**src/design/qrs_pkg.sv**
```systemverilog
// qrs_pkg: shared widths, status codes, queue item type and the per-step
// functions of the square root and divider pipelines
// no dependencies
package qrs_pkg;

   localparam int COEF_W   = 16;
   localparam int FRAC     = 16;
   localparam int ROOT_W   = 40;
   localparam int PROD_W   = 2 * COEF_W;
   localparam int DELTA_W  = 2 * COEF_W + 3;          // signed discriminant
   localparam int D_W      = 2 * COEF_W + 2;          // discriminant magnitude, even
   localparam int SQ_STEPS = D_W / 2 + FRAC;          // one root bit per step
   localparam int S_W      = SQ_STEPS;
   localparam int SQR_W    = S_W + 3;                 // partial remainder
   localparam int BASE_W   = COEF_W + FRAC + 1;
   localparam int NUM_W    = S_W + 2;                 // signed numerator
   localparam int DEN_W    = COEF_W + 1;              // |2a|
   localparam int DIV_STEPS = NUM_W;
   localparam int Q_DEPTH  = 4;
   localparam int Q_AW     = $clog2(Q_DEPTH);

   localparam logic [1:0] ST_NONE   = 2'd0;
   localparam logic [1:0] ST_DOUBLE = 2'd1;
   localparam logic [1:0] ST_TWO    = 2'd2;
   localparam logic [1:0] ST_AZERO  = 2'd3;

   typedef struct packed {
      logic [1:0]               status;
      logic [D_W-1:0]           delta;
      logic signed [COEF_W-1:0] coef_a;
      logic signed [COEF_W-1:0] coef_b;
   } item_type;

   typedef struct packed {
      logic [SQR_W-1:0] rem;
      logic [S_W-1:0]   root;
   } sq_state_type;

   typedef struct packed {
      logic [DEN_W-1:0] rem;
      logic [NUM_W-1:0] quo;
   } div_state_type;

   // one restoring square root digit
   function automatic sq_state_type sq_step(sq_state_type cur, logic [1:0] pair);
      logic [SQR_W-1:0] r;
      logic [SQR_W-1:0] trial;
      sq_state_type     nxt;
      r     = {cur.rem[SQR_W-3:0], pair};
      trial = {1'b0, cur.root, 2'b01};
      if (r >= trial) begin
         nxt.rem  = r - trial;
         nxt.root = {cur.root[S_W-2:0], 1'b1};
      end else begin
         nxt.rem  = r;
         nxt.root = {cur.root[S_W-2:0], 1'b0};
      end
      return nxt;
   endfunction

   // one restoring division bit, numerator shifts out as quotient shifts in
   function automatic div_state_type div_step(div_state_type cur, logic [DEN_W-1:0] den);
      logic [DEN_W:0] r;
      div_state_type  nxt;
      r = {cur.rem, cur.quo[NUM_W-1]};
      if (r >= {1'b0, den}) begin
         r       = r - {1'b0, den};
         nxt.quo = {cur.quo[NUM_W-2:0], 1'b1};
      end else begin
         nxt.quo = {cur.quo[NUM_W-2:0], 1'b0};
      end
      nxt.rem = r[DEN_W-1:0];
      return nxt;
   endfunction

endpackage

```
**src/design/qrs_queue.sv**
```systemverilog
// qrs_queue: short fifo between front and back
// depends on qrs_pkg
module qrs_queue (
   input  logic              clock,
   input  logic              reset,
   input  logic              push,
   input  qrs_pkg::item_type push_item,
   output logic              full,
   input  logic              pop,
   output logic              empty,
   output qrs_pkg::item_type head
);
   import qrs_pkg::*;

   item_type         mem_ff [Q_DEPTH];
   logic [Q_AW-1:0]  wr_ff, wr_in, rd_ff, rd_in;
   logic [Q_AW:0]    cnt_ff, cnt_in;
   logic             do_pop;

   assign full   = (cnt_ff == (Q_AW+1)'(Q_DEPTH));
   assign empty  = (cnt_ff == '0);
   assign do_pop = pop && !empty;
   assign head   = mem_ff[rd_ff];
   assign wr_in  = push ? wr_ff + 1'b1 : wr_ff;
   assign rd_in  = do_pop ? rd_ff + 1'b1 : rd_ff;

   always_comb begin
      cnt_in = cnt_ff;
      if (push && !do_pop) begin
         cnt_in = cnt_ff + 1'b1;
      end else if (do_pop && !push) begin
         cnt_in = cnt_ff - 1'b1;
      end
   end

   always_ff @(posedge clock) begin
      if (reset) begin
         wr_ff  <= '0;
         rd_ff  <= '0;
         cnt_ff <= '0;
      end else begin
         wr_ff  <= wr_in;
         rd_ff  <= rd_in;
         cnt_ff <= cnt_in;
      end
   end

   always_ff @(posedge clock) begin
      if (push) begin
         mem_ff[wr_ff] <= push_item;
      end
   end

endmodule

```
**config.mk**
```make
export PLATFORM = sky130hd
export DESIGN_NAME = qrs_queue
export DESIGN_NICKNAME = d
export VERILOG_FILES = /design/src/design/qrs_pkg.sv /design/src/design/qrs_queue.sv
export SDC_FILE = /design/constraint.sdc
export NUM_CORES = 1
export LEC_CHECK = 0
export BUFFER_PORTS_ARGS = -buffer_cell sky130_fd_sc_hd__buf_2
export CORE_ASPECT_RATIO = 1.4
export CORE_MARGIN = 3
export CORE_UTILIZATION = 38
export DETAILED_ROUTE_END_ITERATION = 16
export PLACE_DENSITY = 0.56
export SLEW_MARGIN = 5
export SYNTH_ARGS = -nofsm -noshare
export SYNTH_HDL_FRONTEND = slang
export SYNTH_SLANG_ARGS = --single-unit
```
**constraint.sdc**
```tcl
create_clock -name clock -period 7.5 [get_ports clock]
set_input_delay 1.125 -clock clock [delete_from_list [all_inputs] [get_ports clock]]
set_output_delay 1.125 -clock clock [all_outputs]
set_load 0.05 [all_outputs]
```
# == Word level (Yosys, flattened, before mapping) ==
# Memory sizes are Yosys's and may differ from the RTL's. A register that Yosys moved wholly into a read port is not among the register bits.
# Index checks and enable logic that the tools add are counted.
# totals
ram_bits,272
wordCells,23
out_inout_bits,70
ff_bits,7
memories,1
inputBits,72
# op_classes
n_mux,6
n_addsub,4
reduce_logical,8
eq_ne,1
# mem_list
memory,depth,width,read_ports,rd_clocked_by_memory_dff,write_ports,line_no,text
mem_ff,4,68,1,1,1,qrs_queue.sv:15,item_type mem_ff [Q_DEPTH];
# op_table
cell,n
$mux 3,2
$add 2x1->2 const B,2
$mux 2,2
$add 3x1->3 const B,1
$eq 3x3->1 const B,1
$logic_and 1x1->1,3
$logic_not 1->1,3
$logic_not 3->1,1
$sub 3x1->3 const B,1
$mux 1,2
$reduce_bool 2->1,1

# == Longest topological paths before layout ==
# logic_depth
depth_word,6
depth_mapped,7
ltp_nobuf,7

# == Worst setup path after synthesis ==
# OpenSTA, ideal clock, no wires.
# synth_path
kind,input -> register
startpoint,in push
endpoint,"mem mem_ff[0][0] (netlist name), enable pin"
setup_slack_ps,4346
path_buffers,0
t_arrival_ps,2721
setup_ps,433
t_required_ps,7067
path_stages,1
cell_sequence,and2_1
# synth_between
elab_chain_cells,2
# synth_rtl
element,line_no,text
"start, declared",qrs_queue.sv:6,"input logic push,"
$mux 1,qrs_queue.sv:49,if (push) begin
$mux 1 (not written as such),qrs_queue.sv:50,mem_ff[wr_ff] <= push_item;
"end, declared",qrs_queue.sv:15,
# Every way passes these cells.

==> results_dict.tcl <==
set metrics [dict create \
    vias_per_cell 4.80 \
    grt_max_degree 69 \
    avgSynthCellArea_um2 25.7 \
    synth_most_common_cell "edfxtp_1" \
    drtIter0Drc 239 \
    slew_violations 0 \
    crit_chain "buf_4 -> mux4_2 -> buf_2" \
    drtPass1Iterations 4 \
    io_buffers 141 \
    worstSetupEndpointType "output pin" \
    period_needed_ns 4.01 \
    synth.ff_latch_count 281 \
    clk_pin_slew_ns 0.06 \
    cap_violations 0 \
    antennaDiodeCount 0 \
    reg2reg_slack_ns 5.30 \
    core-area_mm2 0.0264 \
    overflow 0 \
    cts_htree_levels 1 \
    hold_violations 0 \
    synth_top_cell_area_share_pct 79.5 \
    grt_first_pass_wirelength_um 29400 \
    synth_commonest_cells "272 x edfxtp_1, 68 x mux4_2, 9 x dfxtp_1" \
    power_density_mw_per_mm2 370 \
    grt_pass1_vias 5159 \
    fp.dieW_um 145 \
    ioPinCount 142 \
    ys_types 23 \
    clock_path_buffers 3 \
    die_h_um 201 \
    cts_hold_buf 0 \
    worstPathRequired_ns 6.38 \
    dr_total_vias 4484 \
    min_path_cells 2 \
    critPathMaxFanout 46 \
    area_growth_pct 19.2 \
    synth_edf_count 272 \
    rsz0062_at_grt "false" \
    post_cts_buffers 0 \
    gp_congestion 0.683 \
    wl_um 19100 \
    cts_tree "built" \
    antenna_found_initial 2 \
    ant_nets 0 \
    yosys.area.top_type "edfxtp_1" \
    crit_slowest_cell "buf_4" \
    die_area_mm2 0.0291 \
    ys_seq_area_share_pct 81.3 \
    wl_per_cell_um 20.5 \
    fin_setup_tns_ns 0 \
    syn_nets 478 \
    r2r_end "cnt_ff[2]" \
    tightest_slew_ns 1.10 \
    yosys-top-cells-area "edfxtp_1 80%, mux4_2 15%, dfxtp_1 1.8%, ha_1 0.61%, buf_12 0.58%" \
    synthFlopType "edfxtp_1" \
    r2r_start "cnt_ff[1]" \
    ir_worst_vdd_v 0.000255 \
    cts_made_buffers 27 \
    nFillCells 2251 \
    path_class "reg2out" \
    gr-usage-all-layers_pct 12.9 \
    p_leak_nw 4.07 \
    synth.cell_area_mm2 0.0103 \
    clock-sinks 281 \
    drcViolationCount 0 \
    cts_root_buf "clkbuf_16" \
    holdWs_ns 0.522 \
    timing.slew.headroom_pct 26.4 \
    hpwlAfterDp_um 11000 \
    cts_resized 0 \
    arrival_ns 2.88 \
    status "finished, final reports clean" \
    final_nets 632 \
    fmax_mhz 250 \
    fin_crit_sh_pct 53.4 \
    finalSetupViolations 0 \
    initial_core_util_pct 39.0 \
    cp-start-kind "flip-flop" \
    synthCells 400 \
    slowest_delay_ns 0.82 \
    ys_warn_count 0 \
    hold_class "reg2reg" \
    skew_ns 0.00562 \
    drive_gt1_share_pct 44.8 \
    min_from "rd_ff[1]" \
    rows 70 \
    clk_latency_ns 0.52 \
    synthArstFlopShare_pct 0 \
    rr_worst_depth 7 \
]
==> sequential cells by signal (all words and copies together) (netlist names), named ones only <==
name / cells
wr_ff: 2
rd_ff: 2
mem_ff: 272
cnt_ff: 3
==> area by class of cell <==
class,instances,area [um2],area share (%)
clock buffers,31,691,5.64
clock inverters,18,245,2.00
inverters,3,11.3,0.0919
multi-input cells,99,1780,14.6
flip-flops and latches,281,8360,68.2
well taps,360,450,3.68
repair buffers,142,713,5.82
==> stage by stage <==
step	std cells	cell area, um2	power (W)	setup WS [ns]	utilization (%)
floorplan	400	10300	0.00294	4.35	-
global placement	885	11300	0.00317	3.89	42.9
detailed placement	885	11300	0.00319	3.89	42.9
CTS	934	12300	0.00462	3.31	46.5
global route	934	12300	0.00472	3.18	46.5
finish	934	12300	0.00454	3.49	46.5
==> logic make-up (layout without fill, tap and decap cells) <==
logic type | after synthesis | count (layout) | share of synthesized area, %
muxes | 70 | 70 | 15.1
and+or+nand+nor | 14 | 14 | 0.682
buffers and inverters | 20 | 194 | 1.47
DFF | 281 | 281 | 81.3
adders and majority gates | 6 | 6 | 0.804
xor gates and xnor gates | 5 | 5 | 0.426
AOI/OAI and AO/OA | 4 | 4 | 0.256
==> worst max path at each step <==
stage / to / slack (ns) / depth (start not counted)
2_1_floorplan: mem_ff[0][0] / 4.35 / 1
3_3_place_gp: head[55] / 3.89 / 3
3_5_place_dp: head[5] / 3.89 / 3
4_1_cts: head[5] / 3.31 / 3
5_1_grt: head[5] / 3.18 / 3
6_report: head[5] / 3.49 / 3
==> per-layer routing <==
layer  part of all wire (%)  vias up  GRT usage, %
met5                   0.11        -             0
met4                    2.0        4          3.67
met3                    4.8       35          2.82
met2                     54      100          23.7
met1                     39     2334          15.2
li1                       -     2011             -
==> power breakdown <==
group,switching [W],internal [W]
combinational,0.000822,0.000394
sequential,0.0000894,0.00181
clock,0.000551,0.000866
total,0.00146,0.00307
==> cell usage in the layout (no fill, tap or decap), types with 2 or more instances in the layout <==
master	n
dfxtp_4	2
clkbuf_1	4
buf_2	141
ha_1	5
clkinv_2	4
edfxtp_1	272
clkinv_1	4
mux4_2	68
xor2_1	4
bufinv_16	6
nor2_1	7
dfxtp_1	7
and2_4	4
clkinvlp_4	4
inv_1	3
clkbuf_16	27
mux2i_1	2
==> critical path, delay by kind of cell, from the launching register on <==
kind	cells	cell delay (ns)
buffers and inverters	2	1.05
DFF	1	0.64
muxes	1	0.63
No activity file was read; power rests on OpenSTA's default activity.
