--- src/design/qrs_pkg.sv ---
// qrs_pkg: shared widths, status codes, queue item type and the per-step
// functions of the square root and divider pipelines
// no dependencies
package qrs_pkg;

   localparam int COEF_W   = 16;
   localparam int FRAC     = 16;
   localparam int ROOT_W   = 40;
   localparam int PROD_W   = 2 * COEF_W;
   localparam int DELTA_W  = 2 * COEF_W + 3;          // signed discriminant
   localparam int D_W      = 2 * COEF_W + 2;          // discriminant magnitude, even
   localparam int SQ_STEPS = D_W / 2 + FRAC;          // one root bit per step
   localparam int S_W      = SQ_STEPS;
   localparam int SQR_W    = S_W + 3;                 // partial remainder
   localparam int BASE_W   = COEF_W + FRAC + 1;
   localparam int NUM_W    = S_W + 2;                 // signed numerator
   localparam int DEN_W    = COEF_W + 1;              // |2a|
   localparam int DIV_STEPS = NUM_W;
   localparam int Q_DEPTH  = 4;
   localparam int Q_AW     = $clog2(Q_DEPTH);

   localparam logic [1:0] ST_NONE   = 2'd0;
   localparam logic [1:0] ST_DOUBLE = 2'd1;
   localparam logic [1:0] ST_TWO    = 2'd2;
   localparam logic [1:0] ST_AZERO  = 2'd3;

   typedef struct packed {
      logic [1:0]               status;
      logic [D_W-1:0]           delta;
      logic signed [COEF_W-1:0] coef_a;
      logic signed [COEF_W-1:0] coef_b;
   } item_type;

   typedef struct packed {
      logic [SQR_W-1:0] rem;
      logic [S_W-1:0]   root;
   } sq_state_type;

   typedef struct packed {
      logic [DEN_W-1:0] rem;
      logic [NUM_W-1:0] quo;
   } div_state_type;

   // one restoring square root digit
   function automatic sq_state_type sq_step(sq_state_type cur, logic [1:0] pair);
      logic [SQR_W-1:0] r;
      logic [SQR_W-1:0] trial;
      sq_state_type     nxt;
      r     = {cur.rem[SQR_W-3:0], pair};
      trial = {1'b0, cur.root, 2'b01};
      if (r >= trial) begin
         nxt.rem  = r - trial;
         nxt.root = {cur.root[S_W-2:0], 1'b1};
      end else begin
         nxt.rem  = r;
         nxt.root = {cur.root[S_W-2:0], 1'b0};
      end
      return nxt;
   endfunction

   // one restoring division bit, numerator shifts out as quotient shifts in
   function automatic div_state_type div_step(div_state_type cur, logic [DEN_W-1:0] den);
      logic [DEN_W:0] r;
      div_state_type  nxt;
      r = {cur.rem, cur.quo[NUM_W-1]};
      if (r >= {1'b0, den}) begin
         r       = r - {1'b0, den};
         nxt.quo = {cur.quo[NUM_W-2:0], 1'b1};
      end else begin
         nxt.quo = {cur.quo[NUM_W-2:0], 1'b0};
      end
      nxt.rem = r[DEN_W-1:0];
      return nxt;
   endfunction

endpackage

--- src/design/qrs_front.sv ---
// qrs_front: registers the products of the coefficients, forms the
// discriminant and classifies the item; depends on qrs_pkg
module qrs_front (
   input  logic                       clock,
   input  logic                       reset,
   input  logic                       req_valid,
   output logic                       req_stall,
   input  logic [qrs_pkg::COEF_W-1:0] req_coef_a,
   input  logic [qrs_pkg::COEF_W-1:0] req_coef_b,
   input  logic [qrs_pkg::COEF_W-1:0] req_coef_c,
   output logic                       push,
   output qrs_pkg::item_type          push_item,
   input  logic                       q_full
);
   import qrs_pkg::*;

   logic                       s1_valid_ff, s1_valid_in;
   logic signed [COEF_W-1:0]   a_ff, b_ff;
   logic signed [PROD_W-1:0]   bb_ff, ac_ff;
   logic signed [DELTA_W-1:0]  delta;

   assign req_stall   = s1_valid_ff && q_full;
   assign push        = s1_valid_ff && !q_full;
   assign s1_valid_in = req_stall ? s1_valid_ff : req_valid;

   always_ff @(posedge clock) begin
      if (reset) begin
         s1_valid_ff <= 1'b0;
      end else begin
         s1_valid_ff <= s1_valid_in;
      end
   end

   always_ff @(posedge clock) begin
      if (!req_stall) begin
         a_ff  <= signed'(req_coef_a);
         b_ff  <= signed'(req_coef_b);
         bb_ff <= signed'(req_coef_b) * signed'(req_coef_b);
         ac_ff <= signed'(req_coef_a) * signed'(req_coef_c);
      end
   end

   assign delta = DELTA_W'(bb_ff) - (DELTA_W'(ac_ff) <<< 2);

   always_comb begin
      push_item.coef_a = a_ff;
      push_item.coef_b = b_ff;
      push_item.delta  = delta[D_W-1:0];
      if (a_ff == '0) begin
         push_item.status = ST_AZERO;
      end else if (delta[DELTA_W-1]) begin
         push_item.status = ST_NONE;
      end else if (delta == '0) begin
         push_item.status = ST_DOUBLE;
      end else begin
         push_item.status = ST_TWO;
      end
   end

endmodule

--- config.mk ---
export PLATFORM = sky130hd
export DESIGN_NAME = qrs_front
export DESIGN_NICKNAME = d
export VERILOG_FILES = /design/src/design/qrs_pkg.sv /design/src/design/qrs_front.sv
export SDC_FILE = /design/constraint.sdc
export NUM_CORES = 2
export LEC_CHECK = 0
export ABC_AREA = 1
export BUFFER_PORTS_ARGS = -buffer_cell sky130_fd_sc_hd__buf_2
export CAP_MARGIN = 15
export CORE_MARGIN = 2
export CORE_UTILIZATION = 60
export CTS_BUF_LIST = sky130_fd_sc_hd__clkbuf_4 sky130_fd_sc_hd__clkbuf_8
export DETAILED_ROUTE_END_ITERATION = 8
export PLACE_DENSITY = 0.78
export SLEW_MARGIN = 20
export SYNTH_ARGS = -nofsm -noshare
export SYNTH_HDL_FRONTEND = slang
export SYNTH_SLANG_ARGS = --single-unit
--- constraint.sdc ---
create_clock -name clock -period 22.3 [get_ports clock]
set_clock_uncertainty 0.05 [all_clocks]
set_input_delay 4.46 -clock clock [delete_from_list [all_inputs] [get_ports clock]]
set_output_delay 4.46 -clock clock [all_outputs]
set_load 0.1 [all_outputs]
* Word level (Yosys, flattened, before mapping)
Cells that the tools add are included.
Storage, ports and cells: flip-flop bits (word level) 97, input port bits 52, output and inout bits 70, logic and storage cells 16
Cells by class: $add $sub $neg 1, multipliers 2, mux-type cells 3, reductions and logical operators 5
Operators by type and width (number):
- multiplier 16 x 16 -> 32 bit | 2
- zero test 35 bit | 1
- subtractor 32 x 34 -> 35 bit | 1
- zero test 16 bit | 1
- two-way mux 2 bit | 3
- logical AND 1 bit | 2
- zero test 1 bit | 1

* Longest topological paths before layout
depth after elaboration 5, mapped depth 25, depth with buffers taken out 23

* Worst setup path after synthesis
No wires, ideal clock.
path kind input -> output, start in q_full, end out req_stall, arrival time 7.742 ns, data required time 17.790 ns, setup slack 10.048 ns, stages on the path 2, buffers on the path 0, path through nand2_1 inv_1
Between the ends: cells in the longest elaborated chain, start to end 1
RTL lines:
- from (decl) | RTL line qrs_front.sv:13 | input logic q_full
- logical AND 1 bit | RTL line qrs_front.sv:22 | assign req_stall = s1_valid_ff && q_full;
- to (decl) | RTL line qrs_front.sv:7 | output logic req_stall,
No other way between the ends.

* Worst setup path in the final report
start in req_coef_a[15] (netlist bit), end reg ac_ff[28] (data pin)
Between the ends: cells in the longest elaborated chain, start to end 1
RTL lines:
- from (decl) | RTL line qrs_front.sv:8 | input logic [qrs_pkg::COEF_W-1:0] req_coef_a,
- multiplier 16 x 16 -> 32 bit | RTL line qrs_front.sv:39 | ac_ff <= signed'(req_coef_a) * signed'(req_coef_c);
- to (signal assigned) | RTL line qrs_front.sv:39
- to (decl) | RTL line qrs_front.sv:19 | logic signed [PROD_W-1:0] bb_ff, ac_ff;
No other way between the ends. A chain may end at the register's enable or synchronous reset.

==> impl_metrics.toml <==
[outcome]
outcome = "finished clean"

[worst_setup_path]
critical_path.startpoint_type = "input port"
worst_setup_path_end_kind = "register"
critical-path-slowest-cell = "sky130_fd_sc_hd__fa_1"
cell_depth_of_the_worst_flop_to_flop_path = 2
cp_data_required_time_ps = 22440
worst_path_maximum_fanout = 17
r2r_start = "s1_valid_ff"
crit_buf_inv = 4
path_common_cell = "sky130_fd_sc_hd__fa_1"
worst-path-stages = 20
critical-path-max-stage-delay_ps = 900
timing.critical_path.cells = "buf_2 -> nand2_1 -> inv_1 -> fa_1 -> fa_1 -> fa_1 -> fa_1 -> fa_1 -> inv_1 -> fa_1 -> inv_1 -> ha_1 -> nand2_1 -> nor4_1 -> nand2_1 -> o211ai_1 -> nand2_1 -> nand2_1 -> a21oi_1 -> xnor2_1"
cp.arrival_ps = 10190
worst_path_dominant_cell_family = "adder cells"
r2r_end = "ac_ff[22]"
timing.reg2reg.setup_slack_ps = 20370
critical_path_class = "input port to register"

[global_routing]
initial_antenna_violation_count = 0
grt_max_degree = 80
grt_first_pass_wirelength_um = 96900
grt_use_total_pct = 28.2
global_route.overflow_total = 0
first_global_vias = 20400

[finish]
number_of_antenna_repair_diodes = 0
fillCellCount = 3505
layout_commonest_cell = "sky130_fd_sc_hd__inv_1"
layout-drive-gt1-share_pct = 6.77
layout_overhead_on_the_synthesized_area_pct = 4.41
multi_input_comb_area_mm2 = 0.0182
regArea_mm2 = 0.00284
num-nets-final = 3863
final_cell_mix = "sky130_fd_sc_hd__inv_1 (958), sky130_fd_sc_hd__nand2_1 (696), sky130_fd_sc_hd__fa_1 (497)"

[die]
fp.dieH_um = 208
start_util_pct = 61.1
die_area_mm2 = 0.0434
io-pin-count = 122
rows = 74
die_span_x_um = 208
placeableCoreArea_mm2 = 0.0410

[routing]
detail_route.wl_per_cell_um = 15.7
drtPass1Iterations = 7
drt_iter0_markers = 1422
drt-vias-per-instance = 5.23
totalWireLength_um = 57200
drtAntennaViolNets = 0
route.detailed.drc = 0
routed-via-count = 19100

[cts]
clkLatencyLatePin_ps = 430
cts.root.buffer_cell = "sky130_fd_sc_hd__clkbuf_8"
clk_path_buf_depth = 2
h-tree-depth = 3
path_clk_slew_ps = 110
cts_repair_resize_count = 0
cts_made_buffers = 9
cts_sinks = 95
tritoncts = "yes"
holdBufCountCts = 0
post-cts-setup-buffers = 0

[min_path]
min_to = "b_ff[2]"
worstHoldPathType = "register to register"
whs_path_depth = 1
worst_hold_startpoint = "s1_valid_ff"

[placement]
place_ws_ps = 11810
port_buffers = 120
gp_routability_congestion = 0.918
detailed_place_hpwl_um = 49500

[synth]
synth-main-ff-cell = "sky130_fd_sc_hd__edfxtp_1"
yosysUniqueCellTypes = 46
asyncSetResetFlopFracSynth_pct = 0
synth_adder_area_share_pct = 49.8
ys_seq_area_share_pct = 11.3
synthMuxAreaShare_pct = 0
post_synth_xor_area_fraction_pct = 3.28
synth_compound_gate_area_share_pct = 3.69
syn_area_per_cell_um2 = 8.16
number_of_flops_mapped_to_enable_cells_by_yosys = 94
post_synth_main_area_contributors = "sky130_fd_sc_hd__fa_1 (40%), sky130_fd_sc_hd__inv_1 (14%), sky130_fd_sc_hd__edfxtp_1 (11%)"
synth_warnings = 0
post-synth-top-area-cell = "sky130_fd_sc_hd__fa_1"
synth_seq_cells = 95
mappedNetlistNets = 3826
synth_simple_gate_area_share_pct = 15.9
synthesis.area_mm2 = 0.0251
synth_top_family_by_area = "adder cells"
synth_top_cell_area_share_pct = 39.7
synthCells = 3074

[timing]
worst_slack_ps = 12250
final_hold_viol_count = 0
period_minus_slack_ps = 10050
setup-violations-final = 0
slew_viol_final = 0
final.setup.tns_ps = 0
worst_slew_pin_slew_ps = 1180
maxSlewHeadroom_pct = 20.5
clock.fmax_ghz = 0.0995
timing.final.crit_share_pct = 45.1
timing.hold.ws_ps = 699
rsz0062_at_grt = "false"

[job]
count_of_maximum_capacitance_violations = 0
## synthesized netlist by cell type (8+ instances only)
| cell | count |
|---|---|
| sky130_fd_sc_hd__nor2_1 | 105 |
| sky130_fd_sc_hd__inv_1 | 958 |
| sky130_fd_sc_hd__ha_1 | 203 |
| sky130_fd_sc_hd__xnor2_1 | 40 |
| sky130_fd_sc_hd__o21ai_0 | 36 |
| sky130_fd_sc_hd__nor3_1 | 10 |
| sky130_fd_sc_hd__xor2_1 | 54 |
| sky130_fd_sc_hd__nand3_1 | 52 |
| sky130_fd_sc_hd__a21oi_1 | 89 |
| sky130_fd_sc_hd__clkbuf_1 | 90 |
| sky130_fd_sc_hd__fa_1 | 497 |
| sky130_fd_sc_hd__edfxtp_1 | 94 |
| sky130_fd_sc_hd__nand2_1 | 697 |
| sky130_fd_sc_hd__nand4_1 | 17 |
| sky130_fd_sc_hd__nor2_2 | 14 |
| sky130_fd_sc_hd__nand2_2 | 22 |
| sky130_fd_sc_hd__nor4_1 | 8 |
| sky130_fd_sc_hd__o21bai_1 | 9 |
## worst max-delay path by stage
stage,startpoint,to,slack (ps)
after global placement,req_coef_a[15],ac_ff[28],11960
final,req_coef_a[15],ac_ff[28],12250
after floorplan,q_full,req_stall,10050
after detailed placement,req_coef_a[15],ac_ff[28],11810
after global routing,req_coef_b[15],bb_ff[28],11840
after CTS,req_coef_a[15],ac_ff[28],12290
## flip-flops by register name (all words and copies together), names as in the netlist
| name | count |
|---|---|
| ac_ff | 32 |
| b_ff | 16 |
| a_ff | 16 |
| bb_ff | 30 |
| s1_valid_ff | 1 |
## cell families after synthesis
family | Yosys count
compound gates | 165
xor+xnor | 94
fa+ha+maj | 700
buf+inv | 1063
flops | 95
other cells | 1
simple gates | 956
## through the flow
stage	std cells	cell area [µm²]	util (%)
floorplan	3074	25100	-
global placement	3632	26000	63.3
detailed placement	3632	26000	63.3
CTS	3648	26200	63.8
global route	3648	26200	63.8
finish	3648	26200	63.8
## layout make-up
class                      instances  share of cell area, %
multi-input combinational       1916                   69.6
inverter                         968                   13.9
sequential                        95                   10.9
tap                              532                   2.54
timing repair buffer             121                   2.32
clock buffer                       9                  0.473
clock inverter                     7                  0.277
## metal layers
layer	part of all wire, %	vias to the layer above	GRT usage, %
li1	-	8900	-
met1	42	9351	38.3
met2	47	713	45.5
met3	8.0	130	5.25
met4	3.0	0	10.2
met5	0	-	0
Power is not shown: default switching activity piles up to over one toggle a cycle in this logic, so the estimate is an artifact.
